<file path="src/rtl/voxel_line_occlusion_unit_macros.svh">
// assertion macros for the voxel line occlusion unit
// used by the top level only, no other dependencies
`ifndef VOXEL_LINE_OCCLUSION_UNIT_MACROS_SVH
`define VOXEL_LINE_OCCLUSION_UNIT_MACROS_SVH

// same-cycle implication
`define VLO_ASSERT_IMP(label, clk, rst_n, ante, cons) \
	label: assert property (@(posedge clk) disable iff (!rst_n) (ante) |-> (cons)) \
		else $error("voxel line occlusion check failed");

// next-cycle implication
`define VLO_ASSERT_NXT(label, clk, rst_n, ante, cons) \
	label: assert property (@(posedge clk) disable iff (!rst_n) (ante) |=> (cons)) \
		else $error("voxel line occlusion check failed");

`endif

</file>
<file path="src/rtl/vlo_pkg.sv">
// shared types for the voxel line occlusion unit
// action codes and command/status structs between controller and datapath, no dependencies
`timescale 1ns / 1ps

package vlo_pkg;

	localparam int VOXEL_W = 6;

	typedef enum logic {
		ACT_WRITE = 1'b0,
		ACT_QUERY = 1'b1
	} vlo_action_t;

	typedef struct packed {
		logic load;
		logic clear;
		logic wr_read;
		logic wr_write;
		logic setup_a;
		logic setup_b;
		logic walk;
		logic out_load;
	} vlo_cmd_t;

	typedef struct packed {
		logic clr_last;
		logic walk_end;
		logic hit_now;
	} vlo_sts_t;

endpackage

</file>
<file path="src/rtl/vlo_ctrl.sv">
// controller state machine of the voxel line occlusion unit
// depends on vlo_pkg for the action codes and the command and status structs
`timescale 1ns / 1ps

module vlo_ctrl import vlo_pkg::*; (
	input  logic     clk,
	input  logic     arst_n,
	input  logic     in_valid,
	output logic     in_stall,
	input  logic     action,
	output logic     out_valid,
	input  logic     out_stall,
	input  vlo_sts_t sts,
	output vlo_cmd_t cmd
);

	localparam logic [3:0] ST_CLEAR  = 4'd0;
	localparam logic [3:0] ST_IDLE   = 4'd1;
	localparam logic [3:0] ST_WR_RD  = 4'd2;
	localparam logic [3:0] ST_WR_WB  = 4'd3;
	localparam logic [3:0] ST_SET_A  = 4'd4;
	localparam logic [3:0] ST_SET_B  = 4'd5;
	localparam logic [3:0] ST_WALK   = 4'd6;
	localparam logic [3:0] ST_DRAIN  = 4'd7;
	localparam logic [3:0] ST_FINISH = 4'd8;

	logic [3:0] state_q;
	logic [3:0] state_d;
	logic       out_valid_q;
	logic       slot_free;

	assign slot_free = !out_valid_q || !out_stall;
	assign in_stall  = (state_q != ST_IDLE);
	assign out_valid = out_valid_q;

	always_comb begin
		cmd     = '0;
		state_d = state_q;
		unique case (state_q)
			ST_CLEAR: begin
				cmd.clear = 1'b1;
				if (sts.clr_last) begin
					state_d = ST_IDLE;
				end
			end
			ST_IDLE: begin
				if (in_valid) begin
					cmd.load = 1'b1;
					state_d  = (action == ACT_QUERY) ? ST_SET_A : ST_WR_RD;
				end
			end
			ST_WR_RD: begin
				cmd.wr_read = 1'b1;
				state_d     = ST_WR_WB;
			end
			ST_WR_WB: begin
				cmd.wr_write = 1'b1;
				state_d      = ST_IDLE;
			end
			ST_SET_A: begin
				cmd.setup_a = 1'b1;
				state_d     = ST_SET_B;
			end
			ST_SET_B: begin
				cmd.setup_b = 1'b1;
				state_d     = ST_WALK;
			end
			ST_WALK: begin
				priority if (sts.hit_now) begin
					state_d = ST_FINISH;
				end else if (sts.walk_end) begin
					state_d = ST_DRAIN;
				end else begin
					cmd.walk = 1'b1;
				end
			end
			ST_DRAIN: begin
				state_d = ST_FINISH;
			end
			ST_FINISH: begin
				if (slot_free) begin
					cmd.out_load = 1'b1;
					state_d      = ST_IDLE;
				end
			end
			default: begin
				state_d = ST_IDLE;
			end
		endcase
	end

	always_ff @(posedge clk or negedge arst_n) begin
		if (!arst_n) begin
			state_q     <= ST_CLEAR;
			out_valid_q <= 1'b0;
		end else begin
			state_q <= state_d;
			if (cmd.out_load) begin
				out_valid_q <= 1'b1;
			end else if (!out_stall) begin
				out_valid_q <= 1'b0;
			end
		end
	end

endmodule

</file>
<file path="config.mk">
export PLATFORM = sky130hd
export DESIGN_NAME = vlo_ctrl
export DESIGN_NICKNAME = d
export VERILOG_FILES = /design/src/rtl/voxel_line_occlusion_unit_macros.svh /design/src/rtl/vlo_pkg.sv /design/src/rtl/vlo_ctrl.sv
export SDC_FILE = /design/constraint.sdc
export NUM_CORES = 1
export LEC_CHECK = 0
export BUFFER_PORTS_ARGS = -buffer_cell sky130_fd_sc_hd__buf_2
export CAP_MARGIN = 10
export CORE_AREA = 10 10 47 49
export DETAILED_ROUTE_END_ITERATION = 16
export DIE_AREA = 0 0 57 59
export HOLD_SLACK_MARGIN = 0.02
export SETUP_SLACK_MARGIN = 0.5
export SYNTH_ARGS = -nofsm -noshare
export SYNTH_HDL_FRONTEND = slang
export SYNTH_SLANG_ARGS = --single-unit
</file>
<file path="constraint.sdc">
create_clock -name clk -period 1.8 [get_ports clk]
set_input_delay 0.45 -clock clk [delete_from_list [all_inputs] [get_ports clk]]
set_output_delay 0.45 -clock clk [all_outputs]
set_load 0.03 [all_outputs]
</file>
==> key figures, run 1 <==
Setup path
  • Crit path capture: cmd[0]
  • R2r startpoint: state_q[1]$_DFFE_PN0P_
  • Slowest stage cell, crit path: or4b_4
  • Worst Setup SP: state_q[1]$_DFFE_PN0P_
  • Arr. time, crit path: 1.47 ns
  • Worst path max stage delay: 0.57 ns
  • Crit-path leading delay family: simple AND/OR/NAND/NOR gates
  • Worst-path fanout max: 2
  • CP Buf/Inv Count: 1
  • Worst r2r path cells: 6
  • Crit-path cells: or4b_4, a21oi_4, buf_6
  • CP Capture Type: primary output
  • Kind of start point of the critical path: flip-flop
  • Worst path depth: 3
  • CP Data Required Time: 1.35 ns
  • RR Endpoint: state_q[0]$_DFFE_PN0P_
  • Setup CP Type: flip-flop to primary output
  • R2R Setup Slk: -0.01 ns

STA
  • Hold Fails Final Rpt: 0
  • Setup violators final: 3
  • RSZ-0062 raised after global routing: yes
  • Final period utilization: 107%
  • Fmax: 521 MHz
  • Min Tclk post-route: 1.92 ns
  • Post-Route Skew: 0.00252 ns
  • Worst slew pin tran: 0.284 ns
  • Final-report max-slew violation count: 0
  • Rel. slew slack: 81.0%
  • Setup ws final: -0.119 ns

Yosys
  • Mapped Nets: 50
  • Main synth FF type: dfrtp_1
  • Syn_area_per_cell: 8.19 um2
  • Warnings from Yosys: 0
  • Leading area contributor after synthesis: dfrtp_1
  • Largest cells by area after synthesis: dfrtp_1 36%, nand2_1 5.5%, nor2b_1 5.5%
  • Asr flop ratio synth: 100%
  • Yosys top cell area share: 36.4%
  • Top post-synthesis cells by count: 5 x dfrtp_1, 5 x nand2_1, 3 x a21oi_1, 3 x nor2_1, 3 x nor2b_1
  • Number of synthesized register bits: 5
  • Synth cell types: 21
  • Seq/Total Area, Yosys: between 30% and 40%
  • Post-synth EDFFs: 0
  • Synth Instances: 42
  • Area of the mapped netlist: around 340 um2

Placement
  • Post-DP Area: 549 um2
  • Dpl hpwl: roughly 880 um
  • Port bufs: 17
  • Pre-CTS WS: 0.0918 ns
  • Routability Congestion: 0.747

GRT
  • Gr usage total: 7.79%
  • Vias in the first global route: 448
  • Largest net degree at the start of global routing: 12
  • Global-route wire length before repair: slightly above 2000 um
  • Initial antenna violation count: 0
  • Gr ovfl total: 0

Finish
  • FF/Latch Area: roughly 130 um2
  • N_diodes: 0
  • Multi-input gate area: 317 um2
  • Fillers: 123
  • Layout Area Growth over Synthesis: 140%
  • Fin nets: 90
  • Layout cells sized above 1: 70.4%
  • Fin area: 827 um2

Floorplanning
  • Starting Density: about 25%
  • # IOs: 18
  • Die height: 59 um
  • Core ar.: ~1400 um2
  • DIE AREA: 3360 um2
  • Die extent in x: roughly 57 um
  • Row cnt: 14

Clock tree
  • H-tree levels: 1
  • Later-pin clock latency in the skew report: 0.24 ns
  • CTS Root Cell: clkbuf_4
  • CTS tree: built
  • Inserted Clock Buffers: 3
  • Clock sinks: 5
  • Clock buffer depth: 2
  • Reg clk slew, reported paths: 0.04 ns

Drt
  • DRC violations left: 0
  • Vias per inst: 4.77
  • DRT Pass-1 Iters: 2
  • DRT antenna net count: 0
  • Starting DRT DRC Count: 2
  • WL per Instance: 15.8 um
  • Final WL: roughly 1500 um
  • Via count: 463

Outcome
  • Status: finished, violations left
  • Failing checks: setup timing

Power
  • Pwr Density: 1680 nW/um2
  • Static leakage: 0.391 nW
  • Max IR drop VDD: about 0.8 mV

Job
  • Maxcap violations: 0

Worst hold path
  • Worst hold path type: primary input to flip-flop
what timing repair did:
action	4_1_cts	5_1_grt
setup endpoints to repair	11	14
hold endpoints to repair	5	0
hold buffers	1	0
setup buffers	6	8
pin swaps	1	6
gates resized for setup	22	16
per-layer routing:
metal / track usage (%) / up-vias / share of wire (%)
met4: 5.03 / 0 / 2.1
met2: 14.4 / 10 / 55
met5: 0 / - / 0
li1: - / 230 / -
met1: 7.27 / 219 / 41
met3: 2.36 / 4 / 2.3
per-stage QoR:
step | hold slack, ns | utilization (%) | cells | power [W] | TNS, ns
3_5_place_dp | 0.266 | 39.2 | 78 | 0.000851 | 0
2_1_floorplan | 0.154 | - | 42 | 0.000676 | 0
6_report | 0.495 | 59.0 | 97 | 0.00139 | -0.151
5_1_grt | 0.554 | 59.0 | 97 | 0.00147 | -0.487
4_1_cts | 0.494 | 50.0 | 89 | 0.00118 | -0.118
3_3_place_gp | 0.267 | 39.2 | 78 | 0.000845 | 0
sequential cells by signal, summed over array words and instances (netlist names):
register,flops
out_valid,1
state_q,4
logic make-up (layout without fill, tap and decap cells):
logic type | after synthesis | count (layout) | synth area share (%)
buffers and inverters | 4 | 43 | 4.37
multiplexers | 1 | 1 | 4.36
AO/OA/AOI/OAI | 11 | 11 | 20.4
AND/OR/NAND/NOR | 21 | 21 | 34.5
flip-flops | 5 | 5 | 36.4
where the power goes:
group	leakage [nW]	internal [W]	switching, W
clock	0.0150	0.0000837	0.0000440
sequential	0.0639	0.000150	0.0000259
combinational	0.312	0.000565	0.000524
total	0.391	0.000798	0.000594
layout by cell type (no fill, tap or decap), drive strengths merged, types with 3 or more instances in the layout:
cell type   n
nand2       5
nor2        4
clkbuf      4
dfrtp       5
buf        36
a21oi       3
nor2b       3
layout make-up:
cell class              count  share of cell area (%)
repair buffers             37                    39.9
multi-input cells          33                    38.3
flip-flops and latches      5                    15.3
clock buffers               4                    3.18
well taps                  16                    2.42
inverters                   2                   0.908
worst min path at each step:
| stage | endpoint | slack (ns) | startpoint | cells past startpoint |
|---|---|---|---|---|
| after CTS | state_q[2]$_DFFE_PN0P_ | 0.49 | action | 3 |
| after detailed placement | state_q[1]$_DFFE_PN0P_ | 0.27 | arst_n | 1 |
| after global routing | state_q[2]$_DFFE_PN0P_ | 0.55 | action | 3 |
| after floorplan | out_valid$_DFFE_PN0P_ | 0.15 | arst_n | 0 |
| after global placement | state_q[3]$_DFFE_PN0P_ | 0.27 | arst_n | 1 |
| final | state_q[2]$_DFFE_PN0P_ | 0.49 | action | 3 |
worst reg2reg max path, stage by stage (launching register included):
cell and delay [ns]:
dfrtp_1 0.39, or4b_4 0.57, buf_4 0.16, buf_6 0.12, nor2_4 0.07, a211oi_1 0.06
mux2_4 0.31
No activity file was read; power rests on OpenSTA's default activity.
==> run 2, diff against run 1 <==
PLACE_DENSITY_LB_ADDON = 0.08   (was default)
==> run 2 against run 1 <==
Largest cell class is now multi-input gates; non-clock buffer count fell by 4; the flow still finishes with violations (setup timing); sequential power barely moved; via count fell by 4.1%; global-route usage fell by 0.097 points.
==> key figures, run 2 (same netlist as run 1, synthesis figures left out) <==
Outcome
  • Status: finished, violations left
  • Failing checks: setup timing

Power
  • Pwr Density: approximately 1600 nW/um2
  • Max IR drop VDD: 0.756 mV
  • Pwr Total: 0.00133 W
  • Static leakage: between 0.3 and 0.4 nW

Clock tree
  • Later-pin clock latency in the skew report: between 0.2 and 0.3 ns
  • Clock buffer depth: 2
  • H-tree levels: 1
  • CTS Root Cell: clkbuf_4
  • Reg clk slew, reported paths: 0.04 ns
  • CTS tree: built
  • Clock sinks: 5
  • Inserted Clock Buffers: 3

Finish
  • Leading cell type in the layout, fill and taps excluded: buf_6
  • Max FFs per register: 4
  • Largest Register: state_q
  • Most frequent cells in the layout: 16 x buf_6, 9 x buf_4, 7 x buf_2
  • Layout cells sized above 1: 71.4%
  • Fin area: 815 um2
  • Layout Area Growth over Synthesis: 137%
  • N_diodes: 0
  • Fin nets: 86

STA
  • Setup violators final: 2
  • Post-Route Skew: around 0.0046 ns
  • Min Tclk post-route: approximately 1.9 ns
  • Hold Fails Final Rpt: 0
  • Fmax: 522 MHz
  • Setup ws final: -0.116 ns
  • Worst slew pin tran: 0.343 ns
  • Rel. slew slack: between 70% and 80%
  • Final period utilization: 106%
  • RSZ-0062 raised after global routing: yes
  • Final-report max-slew violation count: 0
  • Hold slack: roughly 0.48 ns

Setup path
  • Worst-path fanout max: 2
  • Setup CP Type: flip-flop to primary output
  • Arr. time, crit path: approximately 1.5 ns
  • Kind of start point of the critical path: flip-flop
  • CP Capture Type: primary output
  • CP Data Required Time: 1.35 ns

Placement
  • Dpl hpwl: 856 um
  • Port bufs: 17
  • Post-DP Area: 549 um2
  • Pre-CTS WS: 0.0916 ns
  • Routability Congestion: 0.704

Drt
  • Starting DRT DRC Count: 4
  • Vias per inst: 4.77
  • Final WL: 1290 um
  • DRC violations left: 0
  • DRT antenna net count: 0
  • Via count: between 400 and 500
  • DRT Pass-1 Iters: 4
  • WL per Instance: 13.9 um

GRT
  • Gr usage total: 7.69%
  • Initial antenna violation count: 0
  • Vias in the first global route: between 400 and 500
  • Global-route wire length before repair: just over 2000 um
  • Largest net degree at the start of global routing: 8
  • Gr ovfl total: 0

Floorplanning
  • Die height: between 50 and 60 um
  • # IOs: 18
  • Starting Density: roughly 25%
  • DIE AREA: 3360 um2
  • Core ar.: 1400 um2
  • Row cnt: 14
  • Die extent in x: around 57 um

Job
  • Maxcap violations: 0

Worst hold path
  • Worst hold path type: primary input to flip-flop
-- run 2: cell types whose count changed in the layout (fill, tap and decap cells not counted), sizes merged --
cell | before | now
buf | 36 | 32
-- run 2: per-stage QoR --
stage / instances / utilization [%] / TNS [ns]
after global placement: 78 / 39.2 / 0
after CTS: 91 / 51.2 / -0.121
after global routing: 93 / 58.1 / -0.377
after detailed placement: 78 / 39.2 / 0
final: 93 / 58.1 / -0.120
after floorplan: 42 / - / 0
-- run 2: final timing paths --
check	endpoint	cells past startpoint	slack, ns	start
setup reg to reg	state_q[0]$_DFFE_PN0P_	6	0.01	state_q[0]$_DFFE_PN0P_
max in group asynchronous	state_q[2]$_DFFE_PN0P_	2	1.11	arst_n
setup / recovery	cmd[0]	3	-0.12	state_q[0]$_DFFE_PN0P_
min in group asynchronous	state_q[1]$_DFFE_PN0P_	2	0.55	arst_n
hold reg to reg	out_valid$_DFFE_PN0P_	2	0.67	out_valid$_DFFE_PN0P_
hold / removal	state_q[2]$_DFFE_PN0P_	3	0.48	action
-- run 2: cell type report --
class                      count  area, um2
timing repair buffer          33        293
sequential                     5        126
clock buffer                   4       26.3
inverter                       2       7.51
fill                         132        587
tap                           16       20.0
multi-input combinational     33        342
-- run 2: per-layer routing --
layer | wire [um] | GRT usage (%) | share of wire, % | up-vias
met5 | 0 | 0 | 0 | -
met3 | 112 | 3.86 | 8.7 | 2
met2 | 627 | 11.6 | 48 | 14
met4 | 23 | 5.03 | 1.8 | 0
li1 | - | - | - | 222
met1 | 530 | 8.32 | 41 | 206
-- run 2: timing repair --
action / 4_1_cts / 5_1_grt
resized for setup: 21 / 18
setup buffers: 8 / 2
hold buffers: 1 / 0
endpoints found under the setup margin: 11 / 14
endpoints found under the hold margin: 5 / 0
pin swaps: 2 / 5
-- run 2: where the power goes --
| group | internal (W) | switching (W) | leakage (nW) |
|---|---|---|---|
| sequential | 0.000149 | 0.0000226 | 0.0639 |
| clock | 0.0000839 | 0.0000470 | 0.0150 |
| combinational | 0.000509 | 0.000513 | 0.302 |
-- run 2: worst max-delay path, cell delays in order, from the launching register on --
cell,delay [ns]
dfrtp_1,0.38
or4b_4,0.57
a21oi_4,0.13
buf_6,0.14
==> run 3, diff against run 2 <==
clock period = 2.4 ns   (was 1.8 ns; I/O delays follow)
==> run 3 against run 2 <==
The flow now finishes without violations; via count down 0.45%; global-route usage up 0.22 points; clock skew up 0.0063 ns; final cell count down 3.2%; register-to-register slack better by 0.72 ns; die area unchanged; design area down 11%; setup slack better by 0.45 ns; first-iteration DRC count unchanged; critical endpoint unchanged.
==> key figures, run 3 (same netlist as run 1, synthesis figures left out) <==
Drt
  • DRT Pass-1 Iters: 4
  • Via count: 442
  • WL per Instance: 14.7 um
  • DRT antenna net count: 0
  • Vias per inst: 4.91
  • Final WL: 1320 um
  • DRC violations left: 0
  • Starting DRT DRC Count: 4

Clock tree
  • Later-pin clock latency in the skew report: about 0.25 ns
  • H-tree levels: 1
  • Clock buffer depth: 2
  • CTS tree: built
  • Reg clk slew, reported paths: 0.05 ns
  • Inserted Clock Buffers: 3
  • CTS Root Cell: clkbuf_4
  • Clock sinks: 5

GRT
  • Met2 track demand over resource: 12.4%
  • Largest net degree at the start of global routing: 12
  • Gr ovfl total: 0
  • Met1 Use GR: 7.96%
  • Gr usage total: between 7 and 8%
  • Initial antenna violation count: 0
  • Met3 track demand over resource: approximately 5.2%
  • Vias in the first global route: 495
  • Global-route wire length before repair: about 2100 um
  • Busiest grt layer: met2

STA
  • Post-Route Skew: 0.0109 ns
  • Worst slew pin tran: 0.344 ns
  • Post-route setup TNS: 0 ns
  • RSZ-0062 raised after global routing: yes
  • Final period utilization: around 86%
  • Setup violators final: 0
  • Min Tclk post-route: 2.06 ns
  • Hold Fails Final Rpt: 0
  • Fmax: 485 MHz
  • Rel. slew slack: 76.9%
  • Final-report max-slew violation count: 0

Finish
  • N_diodes: 0
  • Post-layout util: between 50% and 60%
  • Fillers: 149
  • Layout cells sized above 1: 67.6%
  • Largest Register: state_q
  • Max FFs per register: 4
  • Fin nets: 83
  • Most frequent cells in the layout: 11 x buf_6, 11 x buf_4, 8 x buf_2
  • Layout Area Growth over Synthesis: 110%

Placement
  • Routability Congestion: 0.768
  • Port bufs: 17
  • Dpl hpwl: 825 um

Floorplanning
  • Die height: 59 um
  • Die extent in x: 57 um
  • Core ar.: 1400 um2
  • Starting Density: between 20% and 30%
  • # IOs: 18
  • DIE AREA: 3360 um2
  • Row cnt: 14

Setup path
  • Worst r2r path cells: 5
  • Kind of start point of the critical path: flip-flop
  • Worst-path fanout max: 2
  • R2r startpoint: state_q[2]$_DFFE_PN0P_
  • Arr. time, crit path: 1.46 ns
  • CP Data Required Time: 1.80 ns
  • Worst Setup SP: state_q[2]$_DFFE_PN0P_
  • Setup CP Type: flip-flop to primary output
  • CP Capture Type: primary output

Power
  • Pwr Density: 1260 nW/um2
  • Static leakage: between 0.3 and 0.4 nW
  • Max IR drop VDD: roughly 0.76 mV

Worst hold path
  • Worst hold path type: primary input to asynchronous set/reset pin

Outcome
  • Status: completed

Job
  • Maxcap violations: 0
-- run 3: cell types whose count changed in the layout (fill, tap and decap cells not counted), sizes merged --
cell / delta
dlygate4sd3: -1
buf: -2
-- run 3: cell type report --
type	count	area (um2)	area share (%)
clock buffer	4	26.3	3.64
inverter	2	7.51	1.04
sequential	5	129	17.9
tap	16	20.0	2.77
timing repair buffer	30	246	34.1
multi-input combinational	33	293	40.6
-- run 3: where the power goes --
| part | leakage, nW | switching, W | total, W | internal, W |
|---|---|---|---|---|
| Clock | 0.0150 | 0.0000401 | 0.000103 | 0.0000633 |
| Sequential | 0.0614 | 0.0000193 | 0.000133 | 0.000114 |
| Combinational | 0.265 | 0.000342 | 0.000671 | 0.000329 |
| Total | 0.342 | 0.000401 | 0.000907 | 0.000506 |
-- run 3: through the flow --
step	setup slack [ns]	area (um2)	hold slack, ns	instances	total power (W)
floorplan	0.483	370	0.304	42	0.000443
global placement	0.438	483	0.421	75	0.000566
detailed placement	0.427	483	0.420	75	0.000554
CTS	0.329	621	0.158	85	0.000780
global route	0.288	722	0.150	90	0.000971
finish	0.337	722	0.151	90	0.000907
-- run 3: metal layers --
| metal | vias up | wire (um) |
|---|---|---|
| met4 | 0 | 19 |
| li1 | 216 | - |
| met1 | 206 | 483 |
| met5 | - | 0 |
| met2 | 18 | 653 |
| met3 | 2 | 164 |
-- run 3: critical path, cell delays in order (launching register included) --
cell	delay (ns)
dfrtp_2	0.40
or4b_4	0.55
a21oi_4	0.13
buf_6	0.14
-- run 3: worst paths after layout --
| path | to | slack [ns] |
|---|---|---|
| hold / removal | out_valid$_DFFE_PN0P_ | 0.15 |
| setup / recovery | cmd[0] | 0.34 |
| min in group clk | out_valid$_DFFE_PN0P_ | 0.61 |
| hold reg to reg | out_valid$_DFFE_PN0P_ | 0.61 |
| max in group asynchronous | state_q[2]$_DFFE_PN0P_ | 2.09 |
| setup reg to reg | state_q[0]$_DFFE_PN0P_ | 0.73 |
-- run 3: what timing repair did --
| item | in CTS | in global routing |
|---|---|---|
| hold buffers | 0 | 0 |
| setup buffers | 6 | 5 |
| gates cloned | 0 | 0 |
| setup endpoints to repair | 9 | 9 |
| pin swaps | 2 | 4 |
| resized for setup | 20 | 19 |
